<file path="src/rtl/fwrt_pkg.sv">
package fwrt_pkg;

    // Field widths
    localparam int MODE_W      = 2;
    localparam int TAG_W       = 8;
    localparam int HANDLE_W    = 16;
    localparam int STATUS_W    = 2;
    localparam int S_TDATA_W   = 32;
    localparam int M_TDATA_W   = 32;

    // Operation codes
    localparam logic [MODE_W-1:0] MODE_ENQ    = 2'd0;
    localparam logic [MODE_W-1:0] MODE_DEQ    = 2'd1;
    localparam logic [MODE_W-1:0] MODE_REMOVE = 2'd2;

    // Result status codes
    localparam logic [STATUS_W-1:0] STAT_OK        = 2'd0;
    localparam logic [STATUS_W-1:0] STAT_EMPTY     = 2'd1;
    localparam logic [STATUS_W-1:0] STAT_NOT_FOUND = 2'd2;
    localparam logic [STATUS_W-1:0] STAT_FULL      = 2'd3;

    // Controller states
    typedef enum logic
    {
        ST_IDLE,
        ST_EXEC
    } state_t;

    // Controller to datapath commands
    typedef struct packed
    {
        logic accept;   // latch the incoming transaction and compare tags
        logic exec;     // apply the operation and load the result register
    } cmd_t;

    // Datapath to controller status
    typedef struct packed
    {
        logic out_busy; // result register holds a transaction not taken this cycle
    } stat_t;

endpackage

</file>
<file path="src/rtl/fifo_with_remove_by_tag_unit.sv">
// Order-keeping work queue with removal by tag.
//
// Slave stream (s_*): one operation per transaction. tdata carries, from the
// lowest bit: mode (0 enqueue, 1 dequeue front, 2 remove oldest entry with
// tag), tag, work_handle. Master stream (m_*): exactly one result transaction
// per operation, in order: status, removed_valid, removed_tag,
// removed_handle, now_empty.
//
// Entries sit in a row of DEPTH cells, front at cell 0. A tag compare runs
// across all occupied cells in parallel when the operation is accepted; in
// the execute step the oldest match is picked, echoed, and the cells behind it
// shift forward one place to close the gap.
// The result is loaded into the output register by the execute step. Operations
// do not overlap: accept step, then execute step, then the next accept.
// The result sits in an output register; a stalled receiver holds the
// current operation in its execute cycle until the register drains, and the
// next operation is not accepted until then.
// Reset empties the queue and drops any pending result; cell contents are
// not cleared and are never read past the fill count.
module fifo_with_remove_by_tag_unit
#(
    parameter int DEPTH = 16
)
(
    input  logic                             clk,
    input  logic                             rst_n,
    input  logic                             s_tvalid,
    output logic                             s_tready,
    input  logic [fwrt_pkg::S_TDATA_W-1:0]   s_tdata,  // mode[1:0], tag[9:2], work_handle[25:10]
    output logic                             m_tvalid,
    input  logic                             m_tready,
    output logic [fwrt_pkg::M_TDATA_W-1:0]   m_tdata   // status[1:0], removed_valid[2],
                                                       // removed_tag[10:3],
                                                       // removed_handle[26:11], now_empty[27]
);

    localparam int TAG_LO = fwrt_pkg::MODE_W;
    localparam int HND_LO = TAG_LO + fwrt_pkg::TAG_W;
    localparam int IN_W   = HND_LO + fwrt_pkg::HANDLE_W;
    localparam int OUT_W  = fwrt_pkg::STATUS_W + 1 + fwrt_pkg::TAG_W + fwrt_pkg::HANDLE_W + 1;

    fwrt_pkg::cmd_t  cmd;
    fwrt_pkg::stat_t stat;

    logic [fwrt_pkg::STATUS_W-1:0] status;
    logic                          removed_valid;
    logic [fwrt_pkg::TAG_W-1:0]    removed_tag;
    logic [fwrt_pkg::HANDLE_W-1:0] removed_handle;
    logic                          now_empty;
    logic [IN_W-1:0]               in_fields;

    assign in_fields = s_tdata[IN_W-1:0];

    fwrt_ctrl u_ctrl
    (
        .clk      (clk),
        .rst_n    (rst_n),
        .s_tvalid (s_tvalid),
        .s_tready (s_tready),
        .stat     (stat),
        .cmd      (cmd)
    );

    fwrt_dp #(
        .DEPTH (DEPTH)
    ) u_dp
    (
        .clk                (clk),
        .rst_n              (rst_n),
        .cmd                (cmd),
        .stat               (stat),
        .in_mode            (in_fields[fwrt_pkg::MODE_W-1:0]),
        .in_tag             (in_fields[HND_LO-1:TAG_LO]),
        .in_handle          (in_fields[IN_W-1:HND_LO]),
        .out_valid          (m_tvalid),
        .out_ready          (m_tready),
        .out_status         (status),
        .out_removed_valid  (removed_valid),
        .out_removed_tag    (removed_tag),
        .out_removed_handle (removed_handle),
        .out_now_empty      (now_empty)
    );

    // Pack the result fields, lowest first, zero filled to the byte
    assign m_tdata = {{(fwrt_pkg::M_TDATA_W - OUT_W){1'b0}},
                      now_empty, removed_handle, removed_tag, removed_valid, status};

endmodule

</file>
<file path="src/rtl/fwrt_ctrl.sv">
module fwrt_ctrl
(
    input  logic           clk,
    input  logic           rst_n,
    input  logic           s_tvalid,
    output logic           s_tready,
    input  fwrt_pkg::stat_t stat,
    output fwrt_pkg::cmd_t  cmd
);

    fwrt_pkg::state_t state_reg;
    fwrt_pkg::state_t state_next;

    // State register
    always_ff @(posedge clk or negedge rst_n)
    begin
        if (!rst_n)
        begin
            state_reg <= fwrt_pkg::ST_IDLE;
        end
        else
        begin
            state_reg <= state_next;
        end
    end

    // Next state and commands
    always_comb
    begin
        state_next = state_reg;
        cmd        = '0;
        s_tready   = 1'b0;
        case (state_reg)
            fwrt_pkg::ST_IDLE:
            begin
                s_tready = 1'b1;
                if (s_tvalid)
                begin
                    cmd.accept = 1'b1;
                    state_next = fwrt_pkg::ST_EXEC;
                end
            end
            fwrt_pkg::ST_EXEC:
            begin
                // wait for the result register to drain
                if (!stat.out_busy)
                begin
                    cmd.exec   = 1'b1;
                    state_next = fwrt_pkg::ST_IDLE;
                end
            end
            default:
            begin
                state_next = fwrt_pkg::ST_IDLE;
            end
        endcase
    end

`ifndef SYNTHESIS
    // Acceptance never repeats back to back, and the controller is idle again after an execute
    a_exec_after_accept: assert property (@(posedge clk) disable iff (!rst_n)
        cmd.accept |=> !cmd.accept)
        else $error("accept in two consecutive cycles");
    a_exec_returns_idle: assert property (@(posedge clk) disable iff (!rst_n)
        cmd.exec |=> s_tready)
        else $error("controller not idle after execute");
`endif

endmodule

</file>
<file path="src/rtl/fwrt_dp.sv">
module fwrt_dp
#(
    parameter int DEPTH = 16
)
(
    input  logic                              clk,
    input  logic                              rst_n,
    input  fwrt_pkg::cmd_t                    cmd,
    output fwrt_pkg::stat_t                   stat,
    input  logic [fwrt_pkg::MODE_W-1:0]       in_mode,
    input  logic [fwrt_pkg::TAG_W-1:0]        in_tag,
    input  logic [fwrt_pkg::HANDLE_W-1:0]     in_handle,
    output logic                              out_valid,
    input  logic                              out_ready,
    output logic [fwrt_pkg::STATUS_W-1:0]     out_status,
    output logic                              out_removed_valid,
    output logic [fwrt_pkg::TAG_W-1:0]        out_removed_tag,
    output logic [fwrt_pkg::HANDLE_W-1:0]     out_removed_handle,
    output logic                              out_now_empty
);

    localparam int CW = $clog2(DEPTH + 1);
    localparam int IW = (DEPTH > 1) ? $clog2(DEPTH) : 1;

    // Queue cells, front at index 0
    logic [fwrt_pkg::TAG_W-1:0]    tag_reg    [DEPTH];
    logic [fwrt_pkg::HANDLE_W-1:0] handle_reg [DEPTH];
    logic [fwrt_pkg::TAG_W-1:0]    tag_next    [DEPTH];
    logic [fwrt_pkg::HANDLE_W-1:0] handle_next [DEPTH];
    logic [CW-1:0]                 count_reg;
    logic [CW-1:0]                 count_next;

    // Latched operation and match vector
    logic [fwrt_pkg::MODE_W-1:0]   mode_reg;
    logic [fwrt_pkg::TAG_W-1:0]    key_reg;
    logic [fwrt_pkg::HANDLE_W-1:0] hnd_reg;
    logic [DEPTH-1:0]              match_reg;
    logic [DEPTH-1:0]              match_next;

    // Result register
    logic                          out_valid_reg;
    logic                          out_valid_next;
    logic [fwrt_pkg::STATUS_W-1:0] status_reg;
    logic                          rvalid_reg;
    logic [fwrt_pkg::TAG_W-1:0]    rtag_reg;
    logic [fwrt_pkg::HANDLE_W-1:0] rhandle_reg;
    logic                          empty_reg;

    // Execute-cycle signals
    logic                          is_empty;
    logic                          is_full;
    logic                          do_enq;
    logic                          do_remove;
    logic [DEPTH-1:0]              sel;
    logic [DEPTH-1:0]              shift_mask;
    logic [fwrt_pkg::TAG_W-1:0]    sel_tag;
    logic [fwrt_pkg::HANDLE_W-1:0] sel_handle;
    logic [fwrt_pkg::STATUS_W-1:0] status_next;

    assign stat.out_busy = out_valid_reg && !out_ready;

    // Parallel tag compare over the occupied cells
    always_comb
    begin
        for (int i = 0; i < DEPTH; i++)
        begin
            match_next[i] = (tag_reg[i] == in_tag) && (count_reg > CW'(i));
        end
    end

    // Operation decode
    assign is_empty = (count_reg == '0);
    assign is_full  = (count_reg == CW'(DEPTH));

    always_comb
    begin
        sel         = '0;
        do_enq      = 1'b0;
        status_next = fwrt_pkg::STAT_OK;
        case (mode_reg)
            fwrt_pkg::MODE_ENQ:
            begin
                if (is_full)
                begin
                    status_next = fwrt_pkg::STAT_FULL;
                end
                else
                begin
                    do_enq = cmd.exec;
                end
            end
            fwrt_pkg::MODE_DEQ:
            begin
                if (is_empty)
                begin
                    status_next = fwrt_pkg::STAT_EMPTY;
                end
                else
                begin
                    sel = DEPTH'(1);
                end
            end
            fwrt_pkg::MODE_REMOVE:
            begin
                if (is_empty)
                begin
                    status_next = fwrt_pkg::STAT_EMPTY;
                end
                else if (match_reg == '0)
                begin
                    status_next = fwrt_pkg::STAT_NOT_FOUND;
                end
                else
                begin
                    // oldest match: lowest set bit
                    sel = match_reg & (~match_reg + DEPTH'(1));
                end
            end
            default:
            begin
                status_next = fwrt_pkg::STAT_OK;
            end
        endcase
    end

    assign do_remove  = cmd.exec && (sel != '0);
    // cells at and behind the removed one take their successor
    assign shift_mask = ~(sel - DEPTH'(1));

    // Echo of the removed cell
    always_comb
    begin
        sel_tag    = '0;
        sel_handle = '0;
        for (int i = 0; i < DEPTH; i++)
        begin
            sel_tag    = sel_tag    | (sel[i] ? tag_reg[i]    : '0);
            sel_handle = sel_handle | (sel[i] ? handle_reg[i] : '0);
        end
    end

    // Cell next values: compaction shift or rear write
    generate
        for (genvar g = 0; g < DEPTH; g++)
        begin : g_cell
            if (g < DEPTH - 1)
            begin : g_mid
                always_comb
                begin
                    tag_next[g]    = tag_reg[g];
                    handle_next[g] = handle_reg[g];
                    if (do_remove && shift_mask[g])
                    begin
                        tag_next[g]    = tag_reg[g+1];
                        handle_next[g] = handle_reg[g+1];
                    end
                    else if (do_enq && (count_reg[IW-1:0] == IW'(g)))
                    begin
                        tag_next[g]    = key_reg;
                        handle_next[g] = hnd_reg;
                    end
                end
            end
            else
            begin : g_last
                always_comb
                begin
                    tag_next[g]    = tag_reg[g];
                    handle_next[g] = handle_reg[g];
                    if (do_enq && (count_reg[IW-1:0] == IW'(g)))
                    begin
                        tag_next[g]    = key_reg;
                        handle_next[g] = hnd_reg;
                    end
                end
            end
        end
    endgenerate

    // Fill count
    always_comb
    begin
        count_next = count_reg;
        if (do_enq)
        begin
            count_next = count_reg + CW'(1);
        end
        else if (do_remove)
        begin
            count_next = count_reg - CW'(1);
        end
    end

    // Result register handshake
    always_comb
    begin
        out_valid_next = out_valid_reg;
        if (cmd.exec)
        begin
            out_valid_next = 1'b1;
        end
        else if (out_ready)
        begin
            out_valid_next = 1'b0;
        end
    end

    // Control registers
    always_ff @(posedge clk or negedge rst_n)
    begin
        if (!rst_n)
        begin
            count_reg     <= '0;
            out_valid_reg <= 1'b0;
        end
        else
        begin
            count_reg     <= count_next;
            out_valid_reg <= out_valid_next;
        end
    end

    // Payload registers
    always_ff @(posedge clk)
    begin
        for (int i = 0; i < DEPTH; i++)
        begin
            tag_reg[i]    <= tag_next[i];
            handle_reg[i] <= handle_next[i];
        end
        if (cmd.accept)
        begin
            mode_reg  <= in_mode;
            key_reg   <= in_tag;
            hnd_reg   <= in_handle;
            match_reg <= match_next;
        end
        if (cmd.exec)
        begin
            status_reg  <= status_next;
            rvalid_reg  <= do_remove;
            rtag_reg    <= sel_tag;
            rhandle_reg <= sel_handle;
            empty_reg   <= (count_next == '0);
        end
    end

    assign out_valid          = out_valid_reg;
    assign out_status         = status_reg;
    assign out_removed_valid  = rvalid_reg;
    assign out_removed_tag    = rtag_reg;
    assign out_removed_handle = rhandle_reg;
    assign out_now_empty      = empty_reg;

`ifndef SYNTHESIS
    a_count_bound: assert property (@(posedge clk) disable iff (!rst_n)
        count_reg <= CW'(DEPTH))
        else $error("fill count above depth");
    a_sel_onehot: assert property (@(posedge clk) disable iff (!rst_n)
        cmd.exec |-> $onehot0(sel))
        else $error("more than one cell selected for removal");
    a_removed_ok: assert property (@(posedge clk) disable iff (!rst_n)
        (out_valid_reg && rvalid_reg) |-> (status_reg == fwrt_pkg::STAT_OK))
        else $error("removed entry with non-ok status");
    a_count_step: assert property (@(posedge clk) disable iff (!rst_n)
        do_remove |=> (count_reg == $past(count_reg) - CW'(1)))
        else $error("removal did not shorten the queue");
`endif

endmodule

</file>
<file path="config.mk">
export PLATFORM = sky130hd
export DESIGN_NAME = fifo_with_remove_by_tag_unit
export DESIGN_NICKNAME = d
export VERILOG_FILES = /design/src/rtl/fwrt_pkg.sv /design/src/rtl/fifo_with_remove_by_tag_unit.sv /design/src/rtl/fwrt_ctrl.sv /design/src/rtl/fwrt_dp.sv
export SDC_FILE = /design/constraint.sdc
export NUM_CORES = 1
export LEC_CHECK = 0
export BUFFER_PORTS_ARGS = -buffer_cell sky130_fd_sc_hd__buf_4
export CAP_MARGIN = 0
export CORE_ASPECT_RATIO = 1.25
export CORE_MARGIN = 5
export CORE_UTILIZATION = 60
export DETAILED_ROUTE_END_ITERATION = 7
export PLACE_DENSITY = 0.76
export SYNTH_ARGS = -nofsm -noshare
export SYNTH_HDL_FRONTEND = slang
export SYNTH_SLANG_ARGS = --single-unit
</file>
<file path="constraint.sdc">
create_clock -name clk -period 5.92 [get_ports clk]
set_input_delay 1.184 -clock clk [delete_from_list [all_inputs] [get_ports clk]]
set_output_delay 1.184 -clock clk [all_outputs]
set_load 0.02 [all_outputs]
</file>
==> PnR_summary.wiki <==
{| class="wikitable"
! Metric !! Value
|-
| Result of the run || finished clean
|-
| Final hold violation count || 0
|-
| Via count normalized by instance count || 7.44
|-
| Largest driver fanout on the critical path || 19
|-
| Initial Utilization || 0.609
|-
| TritonCTS clock tree || built
|-
| Die Area || 0.0430 sq mm
|-
| Final number of setup-violating endpoints || 0
|-
| Global-route wire length before repair || 110 mm
|-
| Hold WC Path Type || primary input to async pin
|-
| Share of async-settable or async-resettable flops after synthesis || 0.0152
|-
| Antenna violations before repair || 0
|-
| Overall via count from detail_route || 16273
|-
| DR WL/cell || 35.5 microns
|-
| Number of global-route vias before repair || 16293
|-
| Number of flops mapped to enable cells by yosys || 454
|-
| Number of max-slew violations in the final report || 0
|-
| Final hold slack || 0.409 ns
|-
| Max cap viols || 0
|-
| Leading cell type in the layout, fill and taps excluded || edfxtp_1
|-
| Leakage power || 0.00853 uW
|-
| Required time worst endpoint || 6.24 ns
|-
| Post-Place Cells || 2101
|-
| Number of buffers inserted by port buffering || 59
|-
| Maximum number of pins on one net before global-route repair || 43
|-
| Number of register bits inferred by synthesis || 461
|-
| Sequential share of the synthesized area || 0.591
|-
| Number of buffers inserted to repair setup after CTS || 0
|-
| Biggest area consumer among synthesized cells || edfxtp_1
|-
| Max-Slew Margin vs Limit || 0.0238
|-
| Setup tns final || 0 ns
|-
| Core Box Area || 0.0383 sq mm
|-
| Arrival time at the worst endpoint || 5.39 ns
|-
| Total power density per cell area || 371 mW/mm^2
|-
| Leading register cell type out of synthesis || edfxtp_1
|-
| Delay of the slowest cell on the worst path || 0.72 ns
|-
| Cell Rows || 80
|-
| Peak clock frequency supported by timing || 0.197 GHz
|-
| Final-layout fill cell count || 2707
|-
| Ranking of synthesized cells by area || edfxtp_1 58%, mux2_2 16%, xnor2_1 3.6%
|-
| Count of antenna-violating nets left after detailed routing || 0
|-
| Worst Reg-to-Reg Cells || 13
|-
| Die span in x || 186 microns
|-
| Skew final || 0.0196 ns
|-
| Final critical delay including setup and external delays || 5.07 ns
|-
| Count of synthesis-stage warnings from yosys || 0
|-
| Synthesized cell area || 0.0234 sq mm
|-
| Fraction of final layout cells sized beyond drive strength 1 || 0.341
|-
| Number of diodes added for antenna fixing || 0
|-
| Final weighted congestion in routability-driven placement || 1.01
|-
| Cell with the most instances on the worst path || inv_1
|-
| Critical Path Sink Type || flop
|-
| Worst-path cell chain || inv_1 > ha_1 > nor4b_2 > nor4b_2 > inv_1 > ha_1 > inv_1 > a31o_2 > o21ai_2 > inv_2 > o211ai_4 > buf_4 > mux2_2
|-
| Layout net count || 1704
|-
| Global-route usage over all layers || 0.350
|-
| Clock slew at the register clock pins of the worst setup and hold paths || 0.06 ns
|-
| Area growth, synth to finish || 11.2%
|-
| Share of the clock period used by the worst path || 0.856
|-
| Worst setup SP type || flop
|-
| GRT Residual Overflow || 0
|-
| Clock tree buffer depth || 3
|-
| Most frequent cells in the layout || 454 x edfxtp_1, 336 x mux2_2, 113 x buf_4
|-
| Crit Path Class || flop to flop
|-
| Mean instance size in the synthesized netlist || 14.4 sq um
|-
| Post-route non-filler standard cell count || 2186
|-
| Skew-Pair Late Insertion Delay || 0.58 ns
|-
| Router iterations before antenna repair || 6
|-
| Number of distinct library cell variants in the gate-level netlist after synthesis || 74
|-
| DRC violations left || 0
|-
| CTS H-tree lvls || 2
|-
| Area share of the largest cell type after synthesis || 0.584
|-
| Setup repair after global routing missed its margin || false
|-
| Die outline height || 231 microns
|-
| Max FFs per register || 256
|-
| Transition time at the pin with the least slew margin || 1.46 ns
|-
| Number of DRC violations after detailed-routing iteration 0 || 2712
|-
| Number of clock buffers inserted by TritonCTS || 46
|-
| Max VDD drop || 296 uV
|-
| Top-Level Pins || 70
|-
| CTS Hold Bufs || 0
|-
| Library cell used as clock root buffer || clkbuf_16
|-
| Cells after Synth || 1625
|-
| Number of sinks handled by clock tree synthesis || 461
|-
| Half-perimeter wire length after detailed placement || 45.8 mm
|-
| Library cell contributing the largest single delay on the critical path || nor4b_2
|-
| PostCTS Resize Cnt || 0
|-
| Final WL || 77.6 mm
|}
## kinds of logic (layout without fill, tap and decap cells)
group / after synthesis / after routing / synth area share
buf+inv: 148 / 214 / 0.0280
flops: 461 / 461 / 0.591
compound gates: 250 / 250 / 0.0873
other cells: 1 / 4 / 0.000161
fa+ha+maj: 11 / 11 / 0.00589
simple gates: 260 / 260 / 0.0607
xor+xnor: 132 / 132 / 0.0495
mux: 362 / 362 / 0.177
## cell type report
cell class	instances	area [sq um]	area share
flip-flops and latches	461	13800	0.532
multi-input cells	1019	9200	0.354
clock buffers	54	1200	0.0463
repair buffers	115	888	0.0342
well taps	492	616	0.0237
clock inverters	31	210	0.00809
inverters	14	52.6	0.00202
## layer usage
layer / up-vias / GRT usage / routed length, microns
met2: 1356 / 0.553 / 35400
met1: 8004 / 0.428 / 26400
met5: - / 0 / 0
met3: 392 / 0.0904 / 9410
met4: 0 / 0.228 / 6310
li1: 6521 / - / -
## metrics by stage
| step | area [sq um] | util | setup slack, ns | power, uW |
|---|---|---|---|---|
| 6_report | 26000 | 0.678 | 0.851 | 9630 |
| 5_1_grt | 26000 | 0.678 | 0.745 | 9910 |
| 4_1_cts | 26000 | 0.678 | 1.03 | 9570 |
| 3_5_place_dp | 24600 | 0.641 | 1.05 | 6790 |
| 3_3_place_gp | 24600 | 0.641 | 1.10 | 6730 |
| 2_1_floorplan | 23400 | - | 0.902 | 5910 |
## critical path: cells and delay by family (launching register included)
kind                       cells  cell delay (ns)
and+or+nand+nor                2             0.86
muxes                          1             0.35
AOI/OAI and AO/OA              3             1.31
DFF                            1             0.50
buffers and inverters          5             1.16
adders and majority gates      2             0.61
## power breakdown
part	switching, uW	internal, uW
registers	383	4210
clock network	1280	1540
logic	1320	892
total	2990	6640
## cells in the mapped netlist, types with 16 or more instances
library cell and n:
edfxtp_1 454, a32oi_1 17, nor3_1 23, nand3_1 20
a221o_1 22, a21oi_1 21, buf_2 16, a22oi_1 25
o21ai_0 25, a221oi_1 30, mux2_2 336, nand2_1 55
xnor2_1 96, nor2_1 40, nand4_1 39, mux2_4 19
and3_1 23, clkbuf_1 95, xor2_1 36, a22o_1 31
a222oi_1 33
## final timing paths
kind	from	slack [ns]	end
worst max-delay path	u_dp.count_reg[1]$_DFF_PN0_	0.85	u_dp.handle_reg[1][26]$_DFFE_PP_
worst min-delay path	rst_n	0.41	u_ctrl.state_reg$_DFF_PN0_
worst max register to register	u_dp.count_reg[1]$_DFF_PN0_	0.85	u_dp.handle_reg[1][26]$_DFFE_PP_
worst min register to register	u_dp.out_valid$_DFFE_PN0P_	0.51	u_dp.out_valid$_DFFE_PN0P_
max in group asynchronous	rst_n	5.39	u_dp.out_valid$_DFFE_PN0P_
min in group clk	u_dp.out_valid$_DFFE_PN0P_	0.51	u_dp.out_valid$_DFFE_PN0P_
Note: power is estimated with default switching activity, not from simulation.
